$ cat config.mk
export PLATFORM = sky130hd
export DESIGN_NAME = quoted_literal_hash_replacer_unit
export DESIGN_NICKNAME = d
export VERILOG_FILES = /design/src/rtl/qlhr_pkg.sv /design/src/rtl/qlhr_scan.sv /design/src/rtl/qlhr_emit.sv /design/src/rtl/quoted_literal_hash_replacer_unit.sv
export SDC_FILE = /design/constraint.sdc
export NUM_CORES = 1
export LEC_CHECK = 0
export ABC_AREA = 0
export BUFFER_PORTS_ARGS = -buffer_cell sky130_fd_sc_hd__buf_4
export CAP_MARGIN = 5
export CORE_MARGIN = 1
export CORE_UTILIZATION = 50
export DETAILED_ROUTE_END_ITERATION = 12
export GPL_TIMING_DRIVEN = 0
export PLACE_DENSITY = 0.73
export SKIP_LAST_GASP = 1
export SYNTH_ARGS = -nofsm -noshare
export SYNTH_HDL_FRONTEND = slang
export SYNTH_SLANG_ARGS = --single-unit
$ cat constraint.sdc
create_clock -name clk -period 6.45 [get_ports clk]
set_input_delay 0.3225 -clock clk [delete_from_list [all_inputs] [get_ports clk]]
set_output_delay 0.3225 -clock clk [all_outputs]
set_load 0.005 [all_outputs]
$ cat src/rtl/qlhr_pkg.sv
// Package for the quoted literal hash replacer: channel item types, the
// FNV-1a constants and the decimal step table used by the digit emitter.
// No dependencies.
`default_nettype none

package qlhr_pkg;

    localparam int HASH_BITS_MAX = 20;
    localparam int DEC_W         = HASH_BITS_MAX;
    localparam int MAX_DIGITS    = 7;
    localparam int POS_W         = $clog2(MAX_DIGITS);
    localparam int DIGIT_W       = 4;
    // Steps reach 9 * 10^6, which needs more bits than the value itself.
    localparam int STEP_W        = 24;

    localparam logic [63:0] FNV_BASIS     = 64'hcbf29ce484222325;
    // Only the low part of the prime below bit 40 matters for the low hash bits.
    localparam logic [8:0]  FNV_PRIME_LOW = 9'h1b3;
    localparam logic [7:0]  QUOTE_CHAR    = 8'h27;
    localparam logic [7:0]  ZERO_CHAR     = 8'h30;

    typedef struct packed {
        logic [7:0] in_byte;
        logic       end_of_text;
    } in_item_t;

    typedef struct packed {
        logic [7:0] out_byte;
        logic       out_last;
    } out_item_t;

    // Work handed from the scanner to the emitter.
    typedef struct packed {
        logic             is_digits;
        logic [7:0]       char_val;
        logic [DEC_W-1:0] value;
        logic             last;
    } cmd_t;

    // step_tbl[p][d] = d * 10^p
    typedef logic [MAX_DIGITS-1:0][9:0][STEP_W-1:0] step_tbl_t;

    function automatic step_tbl_t build_steps();
        step_tbl_t t;
        int        pw;
        pw = 1;
        for (int p = 0; p < MAX_DIGITS; p++)
        begin
            for (int d = 0; d < 10; d++)
            begin
                t[p][d] = STEP_W'(d * pw);
            end
            pw = pw * 10;
        end
        return t;
    endfunction

    localparam step_tbl_t STEP_TBL = build_steps();

endpackage

`default_nettype wire

$ cat src/rtl/qlhr_scan.sv
// Scanner stage of the quoted literal hash replacer: tracks quoting, keeps the
// low bits of the FNV-1a hash and registers at most one command per input byte.
// Depends on qlhr_pkg.
`default_nettype none

module qlhr_scan #(
    parameter int HASH_BITS = qlhr_pkg::HASH_BITS_MAX
) (
    input  wire logic              clk,
    input  wire logic              rst_n,
    input  wire logic              in_valid,
    output logic                   in_ready,
    input  wire qlhr_pkg::in_item_t in_data,
    output logic                   cmd_valid,
    input  wire logic              cmd_ready,
    output qlhr_pkg::cmd_t         cmd
);
    import qlhr_pkg::*;

    localparam logic [HASH_BITS-1:0] BASIS_LOW = FNV_BASIS[HASH_BITS-1:0];

    logic                 inside_reg, inside_next;
    logic [HASH_BITS-1:0] hash_reg, hash_next;
    logic                 cmd_valid_reg, cmd_valid_next;
    cmd_t                 cmd_reg, cmd_next;

    logic                 accept;
    logic [31:0]          byte_ext;
    logic [HASH_BITS-1:0] mixed;
    logic [HASH_BITS+8:0] prod;
    logic [HASH_BITS-1:0] hash_upd;
    logic                 is_quote;

    assign in_ready  = !cmd_valid_reg || cmd_ready;
    assign accept    = in_valid && in_ready;
    assign cmd_valid = cmd_valid_reg;
    assign cmd       = cmd_reg;

    // Multiplying by the prime modulo 2^64 leaves the low bits depending only
    // on the low bits, and the 2^40 term of the prime never reaches them.
    assign byte_ext = 32'(in_data.in_byte);
    assign mixed    = hash_reg ^ byte_ext[HASH_BITS-1:0];
    assign prod     = (HASH_BITS+9)'(mixed) * (HASH_BITS+9)'(FNV_PRIME_LOW);
    assign hash_upd = prod[HASH_BITS-1:0];
    assign is_quote = (in_data.in_byte == QUOTE_CHAR);

    always_comb
    begin
        inside_next    = inside_reg;
        hash_next      = hash_reg;
        cmd_valid_next = cmd_valid_reg;
        cmd_next       = cmd_reg;

        if (cmd_valid_reg && cmd_ready)
        begin
            cmd_valid_next = 1'b0;
        end

        if (accept)
        begin
            cmd_valid_next     = 1'b0;
            cmd_next.is_digits = 1'b1;
            cmd_next.char_val  = in_data.in_byte;
            cmd_next.value     = DEC_W'(hash_reg);
            cmd_next.last      = in_data.end_of_text;

            if (!inside_reg)
            begin
                if (is_quote)
                begin
                    inside_next    = 1'b1;
                    hash_next      = BASIS_LOW;
                    cmd_next.value = DEC_W'(BASIS_LOW);
                    cmd_valid_next = in_data.end_of_text;
                end
                else
                begin
                    cmd_next.is_digits = 1'b0;
                    cmd_valid_next     = 1'b1;
                end
            end
            else
            begin
                if (is_quote)
                begin
                    inside_next    = 1'b0;
                    cmd_valid_next = 1'b1;
                end
                else
                begin
                    hash_next      = hash_upd;
                    cmd_next.value = DEC_W'(hash_upd);
                    cmd_valid_next = in_data.end_of_text;
                end
            end

            if (in_data.end_of_text)
            begin
                inside_next = 1'b0;
                hash_next   = BASIS_LOW;
            end
        end
    end

    always_ff @(posedge clk or negedge rst_n)
    begin
        if (!rst_n)
        begin
            inside_reg    <= 1'b0;
            hash_reg      <= BASIS_LOW;
            cmd_valid_reg <= 1'b0;
        end
        else
        begin
            inside_reg    <= inside_next;
            hash_reg      <= hash_next;
            cmd_valid_reg <= cmd_valid_next;
        end
    end

    always_ff @(posedge clk)
    begin
        cmd_reg <= cmd_next;
    end

endmodule

`default_nettype wire

$ cat src/rtl/qlhr_emit.sv
// Emitter stage of the quoted literal hash replacer: drives the output
// register with passed bytes or decimal hash digits, one per unstalled cycle.
// Depends on qlhr_pkg.
`default_nettype none

module qlhr_emit (
    input  wire logic           clk,
    input  wire logic           rst_n,
    input  wire logic           cmd_valid,
    output logic                cmd_ready,
    input  wire qlhr_pkg::cmd_t cmd,
    output logic                out_valid,
    input  wire logic           out_ready,
    output qlhr_pkg::out_item_t out_data
);
    import qlhr_pkg::*;

    logic             out_valid_reg, out_valid_next;
    out_item_t        out_data_reg, out_data_next;
    logic             pend_reg, pend_next;
    logic [DEC_W-1:0] rem_reg, rem_next;
    logic [POS_W-1:0] pos_reg, pos_next;
    logic             last_reg, last_next;

    logic                       out_load;
    logic [9:0][STEP_W-1:0]     row;
    logic [DIGIT_W-1:0]         digit;
    logic [POS_W-1:0]           top_pos;

    assign out_load  = !out_valid_reg || out_ready;
    assign cmd_ready = !pend_reg && out_load;
    assign out_valid = out_valid_reg;
    assign out_data  = out_data_reg;

    // Digit at the current position: how many multiples of 10^pos fit.
    always_comb
    begin
        row   = STEP_TBL[pos_reg];
        digit = '0;
        for (int d = 1; d < 10; d++)
        begin
            if (STEP_W'(rem_reg) >= row[d])
            begin
                digit = DIGIT_W'(d);
            end
        end
    end

    // Position of the leading digit of a new value.
    always_comb
    begin
        top_pos = '0;
        for (int p = 1; p < MAX_DIGITS; p++)
        begin
            if (STEP_W'(cmd.value) >= STEP_TBL[p][1])
            begin
                top_pos = POS_W'(p);
            end
        end
    end

    always_comb
    begin
        out_valid_next = out_valid_reg;
        out_data_next  = out_data_reg;
        pend_next      = pend_reg;
        rem_next       = rem_reg;
        pos_next       = pos_reg;
        last_next      = last_reg;

        if (out_valid_reg && out_ready)
        begin
            out_valid_next = 1'b0;
        end

        if (pend_reg && out_load)
        begin
            out_valid_next         = 1'b1;
            out_data_next.out_byte = ZERO_CHAR + 8'(digit);
            out_data_next.out_last = last_reg && (pos_reg == '0);
            rem_next               = rem_reg - row[digit][DEC_W-1:0];
            pos_next               = pos_reg - 1'b1;
            if (pos_reg == '0)
            begin
                pend_next = 1'b0;
            end
        end
        else if (cmd_valid && cmd_ready)
        begin
            if (!cmd.is_digits)
            begin
                out_valid_next         = 1'b1;
                out_data_next.out_byte = cmd.char_val;
                out_data_next.out_last = cmd.last;
            end
            else
            begin
                pend_next = 1'b1;
                rem_next  = cmd.value;
                pos_next  = top_pos;
                last_next = cmd.last;
            end
        end
    end

    always_ff @(posedge clk or negedge rst_n)
    begin
        if (!rst_n)
        begin
            out_valid_reg <= 1'b0;
            pend_reg      <= 1'b0;
        end
        else
        begin
            out_valid_reg <= out_valid_next;
            pend_reg      <= pend_next;
        end
    end

    always_ff @(posedge clk)
    begin
        out_data_reg <= out_data_next;
        rem_reg      <= rem_next;
        pos_reg      <= pos_next;
        last_reg     <= last_next;
    end

endmodule

`default_nettype wire

$ cat src/rtl/quoted_literal_hash_replacer_unit.sv
// Top level of the quoted literal hash replacer: scanner stage and emitter.
// Depends on qlhr_pkg, qlhr_scan and qlhr_emit.
`default_nettype none

// The unit takes an expression text one byte per transfer and passes every
// byte outside single quotes straight through. A quoted literal is replaced
// by the decimal text of the low HASH_BITS bits of its 64-bit FNV-1a hash,
// most significant digit first and without leading zeros; the quotes are
// dropped. A literal still open at end of text is emitted as digits too, and
// the final result of each text carries out_last. The input takes one byte
// per cycle as long as results drain: a passed byte is written out as it is,
// while a closed literal is set up in the emitter and then written as
// digits (one to seven). The scanner holds one finished command between
// the two sides, so a new byte is still taken while a result waits at the
// output; once that command slot is full the input stalls until the emitter
// frees it. A passed byte goes through the command and output registers; a
// literal's first digit also waits for the emitter's digit setup registers.
// There are no configuration registers and no clearing pass after reset.
module quoted_literal_hash_replacer_unit #(
    parameter int HASH_BITS = qlhr_pkg::HASH_BITS_MAX
) (
    input  wire logic                clk,
    input  wire logic                rst_n,
    input  wire logic                in_valid,
    output logic                     in_ready,
    input  wire qlhr_pkg::in_item_t  in_data,
    output logic                     out_valid,
    input  wire logic                out_ready,
    output qlhr_pkg::out_item_t      out_data
);
    import qlhr_pkg::*;

    // Command slot between the scanner and the emitter.
    logic cmd_valid;
    logic cmd_ready;
    cmd_t cmd;

    // The scanner follows the quoting and keeps the running hash; it issues
    // a pass-through byte, a value to print, or nothing for each byte.
    qlhr_scan #(
        .HASH_BITS (HASH_BITS)
    ) u_scan (
        .clk       (clk),
        .rst_n     (rst_n),
        .in_valid  (in_valid),
        .in_ready  (in_ready),
        .in_data   (in_data),
        .cmd_valid (cmd_valid),
        .cmd_ready (cmd_ready),
        .cmd       (cmd)
    );

    // The emitter owns the output register and walks a value's decimal digits
    // one per cycle unless stalled, against a constant table of digit steps.
    qlhr_emit u_emit (
        .clk       (clk),
        .rst_n     (rst_n),
        .cmd_valid (cmd_valid),
        .cmd_ready (cmd_ready),
        .cmd       (cmd),
        .out_valid (out_valid),
        .out_ready (out_ready),
        .out_data  (out_data)
    );

endmodule

`default_nettype wire
### Yosys cells after proc, flatten, opt, wreduce, memory -nomap -nowiden

Memories as Yosys holds them, arrays and structs flattened. A register that Yosys moved wholly into a read port is not among the register bits.
Cells that the tools add are included.

* $mul: 1
* order comparisons: 17
* bitwise gates (word level): 2
* reduce and logical (&&, ||, !) cells: 19
* equality and inequality tests: 3
* multiplexer cells: 49
* add/subtract/negate cells: 3

Operators with widths (count)
* 2-to-1 mux 240 bit: 1
* >= comparator 20 x 24 -> 1 bit: 9
* 2-to-1 mux 20 bit: 8
* binary-select mux 24 bit (select 4 bit): 1
* 2-to-1 mux 4 bit: 8
* 2-to-1 mux 9 bit: 3
* 2-to-1 mux 3 bit: 7
* >= comparator 20 x 10 -> 1 bit (second input constant): 1
* >= comparator 20 x 14 -> 1 bit (second input constant): 1
* >= comparator 20 x 17 -> 1 bit (second input constant): 1
* >= comparator 20 bit (second input constant): 1
* >= comparator 20 x 4 -> 1 bit (second input constant): 1
* >= comparator 20 x 7 -> 1 bit (second input constant): 1
* multiplier 20 x 9 -> 20 bit (second input constant): 1
* subtractor 20 bit: 1
* XOR 20 x 8 -> 20 bit: 1
* 2-to-1 mux 1 bit: 19
* equality test 8 x 6 -> 1 bit (second input constant): 1
* adder 6 x 4 -> 7 bit (first input constant): 1
* logical AND 1 bit: 6
* AND reduction 3 bit: 2
* nonzero test 2 bit: 3
* less-than comparator 4 x 5 -> 1 bit (second input constant): 1
* less-than comparator 3 x 4 -> 1 bit (second input constant): 1
* 9 further kinds: 14

* bits in read-only memories: 1920
* logic and storage cells: 109
* bits in registers: 87
* input bits: 13
* memories kept: 1

Memories
* (no name shown): words 8, bits a word 240, read ports 1, clocked after Yosys merged registers in 1, wr ports 0, line qlhr_emit.sv:38 `row = STEP_TBL[pos_reg];`

### Depth between registers and ports, before layout

* depth after elaboration: 16
* depth in mapped cells: 28
* mapped depth without buffers: 25

### Hierarchy

From an unflattened synthesis, not the netlist that was laid out.

* cells, all modules: 1431
* area, all modules: 12592.1 um^2

By module, submodules not included
* qlhr_emit: times used 1, area an instance 7664.9 um^2, cells an instance 932
* qlhr_scan: times used 1, area an instance 4927.2 um^2, cells an instance 499

### Worst setup path before layout

No wires, ideal clock.

* kind: register -> register
* start: reg u_emit.row[227] (netlist name)
* end: reg u_emit.rem_reg[18] (data pin)
* setup time: 269 ps
* path slack: 707 ps
* data required time: 6181 ps
* path buffers: 3
* stages on the path, launching flop included: 29
* arrival time: 5475 ps
* cell sequence: dfxtp_1 > clkbuf_1 > inv_1 > ha_1 > a2111oi_2 > o221ai_1 > a222oi_1 > o21a_1 > a21boi_1 > nor3_1 > o31ai_1 > buf_4 > o21ai_4 > buf_6 > a2111oi_0 > a21oi_1 > o21ai_1 > ha_1 > nor2b_1 > o21ai_0 > a21boi_0 > o211ai_1 > a21boi_0 > o311a_1 > o21a_1 > o21ai_0 > a21oi_1 > xnor2_1 > o21ai_0

RTL lines
* to (signal assigned): line qlhr_emit.sv:123 `rem_reg <= rem_next;`
* to (decl): line qlhr_emit.sv:21 `logic [DEC_W-1:0] rem_reg, rem_next;`

==> metrics.txt <==
ant diodes 0; top-area cell type share of the netlist area 19.5%; fin crit share 96.5%; Hold Vio Cnt, Final 0; Crit Reg-Reg Startpoint u_emit.row[208]$_SDFF_PN0_; Initial DRC Count 938; # IOs 24; core area 24200 um2; worst-skew pair later-pin latency 420 ps; Avg Cell Area, Syn 8.90 um2; min-delay src in_data[6]; Final Max Slew Viols 0; global-route wire length before repair 57600 um; Crit path top cell by count buf_4; drt drc 0; Synth Area in Adders 27.6%; Critical Path Start Type flop; DR vias/cell 6.10; ys async rst share 19.0%; layout cells sized above 1 9.61%; CTS tree built; area delta synth->final 11.7%; status finished clean; RSZ-0062 raised after global routing yes; GRT Resource Usage Total 29.2%; count leader, synth ha_1; Final ANT Viol Nets 0; Die H 159 um; Post-Synthesis Net Count 1642; clock-pin slew on the worst setup and hold paths 70 ps; vias in the first global route 11000; final setup TNS 0 ps; Worst R2R End u_emit.rem_reg[19]$_DFFE_PP_; WHS 113 ps; CP required 6730 ps; multiplexer share of the synthesized area 1.64%; Final setup violation count 0; clock root cell clkbuf_16; Worst Hold Class in -> reg; fmax 161 MHz; Worst Reg2Reg Path Length in Cells 28; Netlist Area Pre-Place 12300 um2; IO Port Bufs 23; MaxCap Viol Count 0; Die Span X 159 um; Detail Placement HPWL 28500 um; #FFs+latches synth 126; slowest stage cell, crit path dfxtp_4; r2r setup slk 230 ps; Clock Path Buffers 2; cell count after synthesis 1387; initial antenna violation count 0; CP arrival 6500 ps; Synth Area in XOR/XNOR 3.40%; initial cell density of the core 50.9%; CP Capture Type flop; CTS Buf Count 17; largest family of logic cells by synthesized area adder cells; most frequent cells after synthesis 192 x ha_1, 159 x nand2_1, 154 x inv_1; Synth Warn # 0; Synth Area in Compound Gates 20.4%; drt pass-1 iters 7; dpl cell area 12900 um2; hold endpoint u_scan.cmd[26]$_DFFE_PP_; max reg flops 39; final setup margin 227 ps; dpl ws -732 ps; EDFF count, synth 63; skew final 14.5 ps; design area 13800 um2; Synth Area in Simple Gates 14.0%; actual slew at the worst max-slew pin 1160 ps; Netlist cell types 80; total die area 25300 um2; sequential area share after synthesis 26.6%; Synth area leaders ha_1 19%, edfxtp_1 15%, fa_1 8.1%; Critical Path Fanout Max 9; H-tree depth 4; largest stage delay on the critical path 440 ps; routed len/inst 20.3 um; final net count 1699; routability cong. 0.993; largest net degree at the start of global routing 39; clk sinks 126; max_slew headroom 20.2%; Synth Flop Type edfxtp_1; kind of critical path reg -> reg; Worst Hold Path Cells 1; area leader, netlist ha_1; final wirelength 36200 um; row count 57; gr ovfl total 0; via count 10900; minimum clock period 6220 ps
==> metal layers <==
layer | track usage, % | wire (um) | vias up
met4 | 16.4 | 2000 | 0
met2 | 51.8 | 18000 | 427
met1 | 33.9 | 14200 | 5189
met5 | 0 | 0 | -
li1 | - | - | 5119
met3 | 3.93 | 1970 | 125
==> worst max-delay path: cells and delay by family (launching register included) <==
kind                     cells  cell delay (ps)
adder cells (fa/ha/maj)      2              690
AO/OA/AOI/OAI               17             3330
multiplexers                 1              210
AND/OR/NAND/NOR              4              750
flip-flops                   1              440
buffers and inverters        4              610
==> kinds of logic (layout without fill, tap and decap cells) <==
logic type / Yosys count / after routing
compound gates: 385 / 385
simple gates: 368 / 368
fa+ha+maj: 243 / 243
buf+inv: 198 / 268
flops: 126 / 126
xor+xnor: 48 / 48
mux: 19 / 19
==> layout by cell type, fill, tap and decap left out, drive strengths merged, types with 20 or more instances in the layout <==
cell type / Yosys / routed
xnor2: 28 / 28
fa: 50 / 50
a21o: 21 / 21
buf: 11 / 52
nand2: 159 / 159
dfxtp: 39 / 39
inv: 155 / 160
nor3: 27 / 27
edfxtp: 63 / 63
nand3: 27 / 27
a21oi: 85 / 85
o21ai: 103 / 103
nor2: 66 / 66
clkbuf: 30 / 43
ha: 192 / 192
xor2: 20 / 20
==> worst max path at each step <==
stage	slack, ps	to	depth (start not counted)	startpoint
2_1_floorplan	710	u_emit.rem_reg[18]$_DFFE_PP_	28	u_emit.row[227]$_SDFF_PN0_
3_3_place_gp	-710	u_emit.rem_reg[18]$_DFFE_PP_	28	u_emit.row[227]$_SDFF_PN0_
3_5_place_dp	-730	u_emit.rem_reg[18]$_DFFE_PP_	28	u_emit.row[227]$_SDFF_PN0_
4_1_cts	-30	u_emit.rem_reg[18]$_DFFE_PP_	27	u_emit.row[208]$_SDFF_PN0_
5_1_grt	-7	u_emit.rem_reg[19]$_DFFE_PP_	28	u_emit.row[214]$_SDFF_PN0_
6_report	230	u_emit.rem_reg[19]$_DFFE_PP_	28	u_emit.row[208]$_SDFF_PN0_
==> repair_timing <==
action,CTS,global route
hold buffers,1,0
hold endpoints to repair,17,0
buffers inserted,11,7
pin swaps,3,8
gates resized for setup,22,30
endpoints found under the setup margin,8,6
==> metrics by stage <==
stage | cells | utilization, %
6_report | 1781 | 56.9
5_1_grt | 1781 | 56.9
4_1_cts | 1775 | 56.3
3_5_place_dp | 1734 | 53.3
3_3_place_gp | 1734 | 53.3
2_1_floorplan | 1387 | -
==> area by class of cell <==
class	count	area, um2
Inverter	157	601
Sequential cell	126	3290
Buffer	37	190
Fill cell	2149	10500
Clock buffer	17	425
Multi-Input combinational cell	1063	8390
Clock inverter	15	150
Tap cell	324	405
Timing Repair Buffer	42	330
Power is left out: the tool's default activity adds up to more than one toggle a clock period on the data nets, which glitch-free logic cannot reach.
